--- src/sv/ota_pkg.sv ---
`timescale 1ns / 1ps
// ----------------------------------------------------------------------------
// ota_pkg
// Types and constants shared by the overlap track associator.
// ----------------------------------------------------------------------------
package ota_pkg;

  typedef struct packed {
    logic [23:0]        frame_no;
    logic [7:0]         class_id;
    logic signed [15:0] box_x;
    logic signed [15:0] box_y;
    logic [14:0]        box_width;
    logic [14:0]        box_height;
    logic [15:0]        confidence_q16;
  } det_t;

  typedef struct packed {
    logic [15:0] track_id;
    logic [1:0]  status;
    logic [15:0] track_confidence_q16;
  } res_t;

  localparam logic [1:0] ST_EXTENDED = 2'd0;
  localparam logic [1:0] ST_NEW      = 2'd1;
  localparam logic [1:0] ST_FULL     = 2'd2;

  localparam logic signed [18:0] MIN_OVERLAP_RESET = 19'sd32768;

  typedef enum logic [2:0] {
    S_IDLE, S_READ, S_GEOM, S_AREA, S_CMP, S_WRITE
  } ctl_state_t;

  typedef struct packed {
    logic load;     // capture detection, clear scan state
    logic rd;       // issue memory read of current slot
    logic geom;     // compute box geometry
    logic area;     // multiply areas
    logic cmp;      // compare and update best / free
    logic step;     // advance slot index
    logic commit;   // write back and emit result
  } dp_cmd_t;

  typedef struct packed {
    logic last_slot;
  } dp_sts_t;

endpackage

--- src/sv/ota_ctrl.sv ---
`timescale 1ns / 1ps
// ----------------------------------------------------------------------------
// ota_ctrl
// Sequencer: read, geometry, area, compare for each slot, then a commit.
// ----------------------------------------------------------------------------
module ota_ctrl (
  input  logic             clk,
  input  logic             rst,
  input  logic             start,
  output logic             busy,
  output ota_pkg::dp_cmd_t cmd,
  input  ota_pkg::dp_sts_t sts
);
  import ota_pkg::*;

  ctl_state_t state, state_next;

  always_ff @(posedge clk) begin
    if (rst) state <= S_IDLE;
    else     state <= state_next;
  end

  always_comb begin
    state_next = state;
    cmd = '0;
    busy = (state != S_IDLE);
    unique case (state)
      S_IDLE: begin
        if (start) begin
          cmd.load = 1'b1;
          state_next = S_READ;
        end
      end
      S_READ: begin
        cmd.rd = 1'b1;
        state_next = S_GEOM;
      end
      S_GEOM: begin
        cmd.geom = 1'b1;
        state_next = S_AREA;
      end
      S_AREA: begin
        cmd.area = 1'b1;
        state_next = S_CMP;
      end
      S_CMP: begin
        cmd.cmp = 1'b1;
        cmd.step = 1'b1;
        state_next = sts.last_slot ? S_WRITE : S_READ;
      end
      S_WRITE: begin
        cmd.commit = 1'b1;
        state_next = S_IDLE;
      end
      default: state_next = S_IDLE;
    endcase
  end
endmodule

--- config.mk ---
export PLATFORM = sky130hd
export DESIGN_NAME = ota_ctrl
export DESIGN_NICKNAME = d
export VERILOG_FILES = /design/src/sv/ota_pkg.sv /design/src/sv/ota_ctrl.sv
export SDC_FILE = /design/constraint.sdc
export NUM_CORES = 1
export LEC_CHECK = 0
export BUFFER_PORTS_ARGS = -buffer_cell sky130_fd_sc_hd__buf_2
export CAP_MARGIN = 25
export CORE_AREA = 2 2 39 41
export DETAILED_ROUTE_END_ITERATION = 12
export DIE_AREA = 0 0 41 43
export SLEW_MARGIN = 20
export SYNTH_ARGS = -nofsm -noshare
export SYNTH_HDL_FRONTEND = slang
export SYNTH_SLANG_ARGS = --single-unit
--- constraint.sdc ---
create_clock -name clk -period 1.4 [get_ports clk]
set_input_delay 0.21 -clock clk [delete_from_list [all_inputs] [get_ports clk]]
set_output_delay 0.21 -clock clk [all_outputs]
set_load 0.01 [all_outputs]
==> results of run 1 <==
-- report_power, final --
group          internal, mW  total (mW)  switching [mW]  leakage [nW]
registers            0.0944       0.109          0.0149        0.0261
logic                0.0493      0.0846          0.0353         0.111
clock network         0.107       0.157          0.0497        0.0150
-- what timing repair did --
action	4_1_cts	5_1_grt
gates resized for setup	2	2
hold endpoints to repair	0	0
endpoints found under the setup margin	1	1
gates cloned	0	0
setup buffers	0	2
-- stage by stage --
step                      setup TNS [ps]  hold slack (ps)
after floorplan                        0              286
after global placement                 0              421
after detailed placement               0              424
after CTS                              0              163
after global routing               -10.8              172
final                                  0              167
-- placed cells by master, fill, tap and decap left out --
cell	synthesis	routed
clkbuf_4	0	3
dfxtp_4	0	1
nor3_1	2	2
xnor2_1	1	1
a2111oi_2	1	1
inv_1	1	1
nor3b_1	3	3
o21ba_2	1	1
or3_4	1	1
and4bb_2	1	1
buf_2	0	11
dfxtp_2	0	2
and3b_2	2	2
clkbuf_1	0	1
nor2_2	1	1
buf_4	2	3
-- worst max-delay path by stage --
stage          startpoint  endpoint
4_1_cts          state[0]    cmd[6]
5_1_grt          state[1]    cmd[6]
3_3_place_gp     state[2]    cmd[6]
3_5_place_dp     state[2]    cmd[6]
2_1_floorplan    state[0]    cmd[2]
6_report         state[1]    cmd[6]
-- area by class of cell --
type,instances,area share
clock buffers,4,0.0847
well taps,16,0.0645
repair buffers,14,0.250
inverters,1,0.0121
multi-input cells,13,0.375
flip-flops and latches,3,0.214
-- cells by family after synthesis --
group | Yosys count
XOR/XNOR | 1
AO/OA/AOI/OAI | 2
flip-flops | 3
AND/OR/NAND/NOR | 10
buffers and inverters | 5
-- metal layers --
metal | up-vias | routed length [microns]
met3 | 4 | 55
met2 | 12 | 139
met5 | - | 0
met1 | 78 | 191
li1 | 100 | -
met4 | 0 | 51
-- critical path: cells and delay by family (launching register included) --
family                 cells  cell delay, ps
and+or+nand+nor            2             460
buffers and inverters      1             120
DFF                        1             340
==> results.yml, run 1 <==
logic_synthesis:
  synth_top_family_by_area: "simple AND/OR/NAND/NOR gates"
  synthAdderAreaFrac: 0
  synth_area_leader_cell: "dfxtp_1"
  synthDistinctLibCells: 14
  synth_area_sq_um: 211
  synth-simple-area-share: 0.391
  syn_inst: 21
  synth_seq_cells: 3
  synth-edff-count: 0
  yosys.area.top_type_share: 0.284
  avgSynthCellArea_sq_um: 10.1
  synthArstFlopShare: 0
  synth_nets: 25
  synth.area.top_cells: "dfxtp_1 28%, nor3b_1 11%, and3b_2 9.5%"
  synth_mux_area_frac: 0
  yosysWarnings: 0
  synth_ff_type: "dfxtp_1"
  synthXorXnorAreaFrac: 0.0414
  yosysSeqAreaShare: 0.284
  ys_top_cells_by_count: "3 x dfxtp_1, 3 x nor3b_1, 2 x and3b_2, 2 x buf_4, 2 x nor3_1"
  synth_compound_area_frac: 0.118
drt:
  via_per_inst: 3.80
  vias: 194
  drt_pass1_iterations: 1
  postRouteAntennaNets: 0
  wirelength_microns: 438
  initialDrtViolationCount: 0
  routedWlPerCell_microns: 8.59
  drc: 0
clock_tree:
  htreeDepth: 1
  clkTransAtPathRegs_ps: 40
  root_buffer: "clkbuf_4"
  clock_latency_ps: 240
  clkSinkCount: 3
  cts_tree: "done"
  cts_hold_repair.buffers: 0
  numCtsBuffers: 3
  clockBufferDepth: 2
global_routing:
  grt_pass1_vias: 157
  track_usage: 0.0693
  grt_pass1_wl_microns: 669
  antenna_found_initial: 0
  grt_use_met2: 0.0625
  grt_max_degree: 11
  overflow: 0
  use_met1: 0.0710
  grt.busiest_layer: "met4"
  use_met3: 0.0314
timing:
  finClkSkew_ps: 2.52
  hold_viol: 0
  finalSetupViolCount: 0
  fmax_mhz: 730
  slew_violations: 0
  rsz0062_at_grt: "yes"
  setup_ws_ps: 30.3
  fin_crit_sh: 0.978
  period_needed_ps: 1370
  slew_headroom: 0.842
  worst_slew_pin_slew_ps: 237
placement:
  gp_congestion: 0.626
  placedInstanceArea_sq_um: 263
  portBuffers: 11
  dpl.cell_count: 45
  post-place-ws_ps: 219
final_layout:
  fin_util: 0.224
  reg_top3: "state (3)"
  diodes: 0
  fin_cells: 51
  seqCellArea_sq_um: 66.3
  nets: 40
  fillers: 150
  multi_input_area_sq_um: 116
  final_area_sq_um: 310
  largest_reg_flops: 3
  regMostFlops: "state"
  drive_gt1_frac: 0.771
  syn2layout_area_growth_pct: 46.7
die:
  design.core.area_sq_um: 1380
  std_cell_rows: 14
  die_y_microns: 43
  fp.dieW_microns: 41
  num_io_pins: 12
  start_util: 0.153
  dieArea_sq_um: 1760
critical_path:
  startpoint_type: "flop"
  worst-endpoint-required_ps: 1190
  cp.arrival_ps: 1160
  worstPathMaxFanout: 6
  rr_startpoint: "state[1]"
  rr_worst_depth: 3
  worstSetupPathType: "reg2out"
  endpoint_kind: "output port"
  rrSetupSlack_ps: 380
  cp_slowest_cell: "or3_4"
  crit_chain: "or3_4, nor2_2, buf_2"
  max_stage_delay_ps: 390
  r2r-end: "state[2]"
min_path:
  whs_path_depth: 2
  hp-start: "rst"
  min_path_type: "in2reg"
  hold_end: "state[0]"
outcome:
  status: "finished, final reports clean"
power_and_ir_drop:
  cellPowerDensity_nw_per_um2: 1130
  fin_total_pwr_uw: 351
  ir_drop_v: 0.000240
  p_leak_nw: 0.152
job:
  maxCapViolCount: 0
Power figures use the tool's default switching activity.
==> run 2: changes to the inputs <==
--- a/config.mk
+++ b/config.mk
@@ -10,6 +10,8 @@
 export CORE_AREA = 2 2 39 41
 export DETAILED_ROUTE_END_ITERATION = 12
 export DIE_AREA = 0 0 41 43
+export PLACE_DENSITY = 0.4
+export SETUP_SLACK_MARGIN = 0.05
 export SLEW_MARGIN = 20
 export SYNTH_ARGS = -nofsm -noshare
 export SYNTH_HDL_FRONTEND = slang
==> results.yml, run 2 (same netlist as run 1, synthesis figures left out) <==
outcome:
  status: "finished, final reports clean"
power_and_ir_drop:
  p_clk_frac: 0.436
  ir_drop_v: 0.000209
  p_leak_nw: 0.156
  pwr-share-seq: 0.308
  p_sw_uw: 101
  internal_power_uw: 252
  cellPowerDensity_nw_per_um2: 1120
  power.share.combinational: 0.256
  switching_share: 0.286
drt:
  drt_pass1_iterations: 2
  drc: 0
  via_per_inst: 4.10
  postRouteAntennaNets: 0
  initialDrtViolationCount: 1
  wirelength_microns: 510
  routedWlPerCell_microns: 10.0
  vias: 209
placement:
  dp_hpwl_microns: 346
  dpl.cell_count: 45
  gp_congestion: 0.597
  portBuffers: 11
final_layout:
  syn2layout_area_growth_pct: 49.1
  diodes: 0
  layout_commonest_cell: "buf_2"
  regMostFlops: "state"
  largest_reg_flops: 3
  fin_cells: 51
  fillers: 160
  nets: 40
  drive_gt1_frac: 0.800
  mostFrequentLayoutCells: "11 x buf_2, 3 x clkbuf_4, 3 x buf_4"
  reg_top3: "state (3)"
critical_path:
  startpoint_type: "flop"
  max_stage_delay_ps: 390
  worstPathMaxFanout: 6
  worst-endpoint-required_ps: 1190
  endpoint_kind: "output port"
  crit_chain: "or3_4, nor2_2, buf_2"
  worstSetupPathType: "reg2out"
  crit_family: "simple AND/OR/NAND/NOR gates"
  cp.buffers_inverters: 1
  cp_slowest_cell: "or3_4"
  cp.arrival_ps: 1170
timing:
  worst_slew_pin_slew_ps: 253
  fin_setup_tns_ps: 0
  slew_violations: 0
  fmax_mhz: 726
  finalSetupViolCount: 0
  rsz0062_at_grt: "yes"
  finClkSkew_ps: 2.92
  hold_viol: 0
  period_needed_ps: 1380
  fin_crit_sh: 0.984
  slew_headroom: 0.830
global_routing:
  overflow: 0
  grt_pass1_vias: 202
  grt_use_met2: 0.0875
  use_met1: 0.102
  antenna_found_initial: 0
  grt_pass1_wl_microns: 855
  grt.busiest_layer: "met1"
  track_usage: 0.0782
  use_met3: 0.0157
  grt_max_degree: 10
die:
  dieArea_sq_um: 1760
  start_util: 0.153
  design.core.area_sq_um: 1380
  num_io_pins: 12
  fp.dieW_microns: 41
  std_cell_rows: 14
  die_y_microns: 43
clock_tree:
  numCtsBuffers: 3
  clockBufferDepth: 2
  clkTransAtPathRegs_ps: 40
  htreeDepth: 1
  clkSinkCount: 3
  clock_latency_ps: 230
  cts_tree: "done"
  root_buffer: "clkbuf_4"
job:
  maxCapViolCount: 0
min_path:
  min_path_type: "in2reg"
-- run 2: changes by cell type in the layout (fill, tap and decap cells not counted) --
cell / change
nor3b_2: +1
nor3b_1: -1
-- run 2: area by class of cell --
| type | count | area (sq um) | share of cell area |
|---|---|---|---|
| inverter | 1 | 3.75 | 0.0119 |
| timing repair buffer | 14 | 77.6 | 0.246 |
| tap | 16 | 20.0 | 0.0635 |
| multi-input combinational | 13 | 121 | 0.385 |
| sequential | 3 | 66.3 | 0.210 |
| clock buffer | 4 | 26.3 | 0.0833 |
-- run 2: power groups by stage --
stage               clock, mW  combinational (mW)  sequential (mW)
detailed placement          0              0.0850            0.110
CTS                     0.161              0.0898            0.108
floorplan                   0              0.0749           0.0973
finish                  0.154              0.0903            0.109
global route            0.165              0.0996            0.111
global placement            0              0.0830            0.109
-- run 2: final timing paths --
path	from	end	slack, ps	cells after the start
min reg2reg	state[0]	state[0]	530	1
min	rst	state[0]	170	2
max	state[1]	cmd[6]	20	3
max reg2reg	state[1]	state[2]	370	3
-- run 2: what timing repair did --
action,in CTS,in global routing
pin swaps,0,0
hold buffers,0,0
endpoints found under the setup margin,5,2
gates resized for setup,4,1
setup buffers,2,0
-- run 2: worst register-to-register path: stages (launching register included) --
cell	delay (ps)
dfxtp_2	360
buf_4	150
and4bb_2	220
o21ba_2	190
-- run 2: stage by stage --
stage	total power, mW	hold slack, ps	instance area, sq um	util	setup slack (ps)
after global placement	0.192	416	263	0.190	231
after global routing	0.375	182	315	0.228	-25.8
after CTS	0.359	168	310	0.224	6.26
after floorplan	0.172	286	211	-	182
after detailed placement	0.195	425	263	0.190	198
final	0.353	174	315	0.228	22.0
-- run 2: per-layer routing --
layer	wire (microns)	vias up
met1	225	94
met5	0	-
met2	196	14
met3	69	2
li1	-	99
met4	19	0
==> run 3: changes to the inputs <==
--- a/config.mk
+++ b/config.mk
@@ -6,11 +6,13 @@
 export NUM_CORES = 1
 export LEC_CHECK = 0
 export BUFFER_PORTS_ARGS = -buffer_cell sky130_fd_sc_hd__buf_2
-export CAP_MARGIN = 25
+export CAP_MARGIN = 20
+export CELL_PAD_IN_SITES_DETAIL_PLACEMENT = 0
+export CELL_PAD_IN_SITES_GLOBAL_PLACEMENT = 1
 export CORE_AREA = 2 2 39 41
 export DETAILED_ROUTE_END_ITERATION = 12
 export DIE_AREA = 0 0 41 43
-export PLACE_DENSITY = 0.4
+export PLACE_DENSITY_LB_ADDON = 0.1
 export SETUP_SLACK_MARGIN = 0.05
 export SLEW_MARGIN = 20
 export SYNTH_ARGS = -nofsm -noshare
==> results.yml, run 3 (same netlist as run 1, synthesis figures left out) <==
outcome:
  status: "finished, final reports clean"
min_path:
  whs_path_depth: 2
  min_path_type: "in2reg"
  hp-start: "rst"
  hold_end: "state[1]"
critical_path:
  worst-endpoint-required_ps: 1190
  endpoint_kind: "output port"
  rr_startpoint: "state[1]"
  cp.arrival_ps: 1140
  worstPathMaxFanout: 3
  rr_worst_depth: 3
  max_stage_delay_ps: 370
  cp_slowest_cell: "or3_4"
  rrSetupSlack_ps: 400
  worstSetupPathType: "reg2out"
  startpoint_type: "flop"
  crit_chain: "or3_4, nor2_2, buf_2"
  r2r-end: "state[2]"
timing:
  timing.hold.ws_ps: 182
  period_needed_ps: 1350
  hold_viol: 0
  worst_slew_pin_slew_ps: 238
  setup_ws_ps: 48.7
  slew_headroom: 0.841
  slew_violations: 0
  fin_crit_sh: 0.965
  fmax_mhz: 740
  finClkSkew_ps: 1.28
  rsz0062_at_grt: "yes"
  finalSetupViolCount: 0
placement:
  gp_congestion: 0.630
  placedInstanceArea_sq_um: 263
  dpl.cell_count: 45
  post-place-ws_ps: 205
  dp_hpwl_microns: 322
  portBuffers: 11
drt:
  routedWlPerCell_microns: 9.43
  via_per_inst: 3.90
  vias: 199
  wirelength_microns: 481
  drc: 0
  drt_pass1_iterations: 2
  initialDrtViolationCount: 4
  postRouteAntennaNets: 0
power_and_ir_drop:
  pwr-share-seq: 0.300
  p_clk_frac: 0.435
  cellPowerDensity_nw_per_um2: 1110
  switching_share: 0.282
  internal_power_uw: 251
  p_leak_nw: 0.155
  p_sw_uw: 98.5
  power.share.combinational: 0.265
  ir_drop_v: 0.000304
final_layout:
  fin_util: 0.228
  reg_top3: "state (3)"
  layout_commonest_cell: "buf_2"
  fin_cells: 51
  regMostFlops: "state"
  seqCellArea_sq_um: 66.3
  mostFrequentLayoutCells: "11 x buf_2, 3 x clkbuf_4, 3 x buf_4"
  fillers: 167
  final_area_sq_um: 315
  largest_reg_flops: 3
  syn2layout_area_growth_pct: 49.1
  nets: 40
  drive_gt1_frac: 0.800
  multi_input_area_sq_um: 121
  diodes: 0
global_routing:
  antenna_found_initial: 0
  grt_pass1_wl_microns: 862
  grt_max_degree: 10
  overflow: 0
  grt_pass1_vias: 202
  track_usage: 0.0802
clock_tree:
  numCtsBuffers: 3
  clkTransAtPathRegs_ps: 40
  cts_tree: "done"
  htreeDepth: 1
  clock_latency_ps: 230
  clockBufferDepth: 2
  root_buffer: "clkbuf_4"
  clkSinkCount: 3
die:
  design.core.area_sq_um: 1380
  die_y_microns: 43
  dieArea_sq_um: 1760
  num_io_pins: 12
  start_util: 0.153
  std_cell_rows: 14
  fp.dieW_microns: 41
job:
  maxCapViolCount: 0
==> run 3: metal layers <==
metal  share of wire  wire length (microns)  up-vias  track usage
met1            0.44                    212       89       0.0895
met4           0.031                     15        0       0.0800
li1                -                      -      100            -
met5               0                      0        -            0
met2            0.45                    215        8       0.0969
met3           0.079                     38        2       0.0471
==> run 3: final cells by class <==
type,instances,share of cell area
tap,16,0.0635
sequential,3,0.210
timing repair buffer,14,0.246
clock buffer,4,0.0833
inverter,1,0.0119
multi-input combinational,13,0.385
==> run 3: timing repair <==
action	4_1_cts	5_1_grt
setup endpoints to repair	4	4
buffers inserted	2	0
resized for setup	3	2
hold buffers	0	0
==> run 3: worst max-delay path by stage <==
stage	start	to	depth (start not counted)
6_report	state[2]	cmd[6]	3
5_1_grt	state[2]	cmd[6]	3
4_1_cts	state[2]	cmd[6]	3
3_5_place_dp	state[2]	cmd[6]	3
3_3_place_gp	state[2]	cmd[6]	3
2_1_floorplan	state[0]	cmd[2]	3
==> run 3: through the flow <==
| step | TNS, ps | total power, mW |
|---|---|---|
| 2_1_floorplan | 0 | 0.172 |
| 3_3_place_gp | 0 | 0.195 |
| 3_5_place_dp | 0 | 0.195 |
| 4_1_cts | 0 | 0.358 |
| 5_1_grt | -5.53 | 0.372 |
| 6_report | 0 | 0.349 |
==> run 3: power by group through the flow <==
stage / combinational, mW / clock, mW / sequential, mW
after floorplan: 0.0749 / 0 / 0.0973
after global placement: 0.0883 / 0 / 0.107
after detailed placement: 0.0878 / 0 / 0.107
after CTS: 0.0926 / 0.162 / 0.104
after global routing: 0.101 / 0.165 / 0.107
final: 0.0926 / 0.152 / 0.105
==> run 3: worst max-delay path: cells and delay by family (launching register included) <==
kind                   cells  cell delay (ps)
buffers and inverters      1              130
flip-flops                 1              340
AND/OR/NAND/NOR            2              450
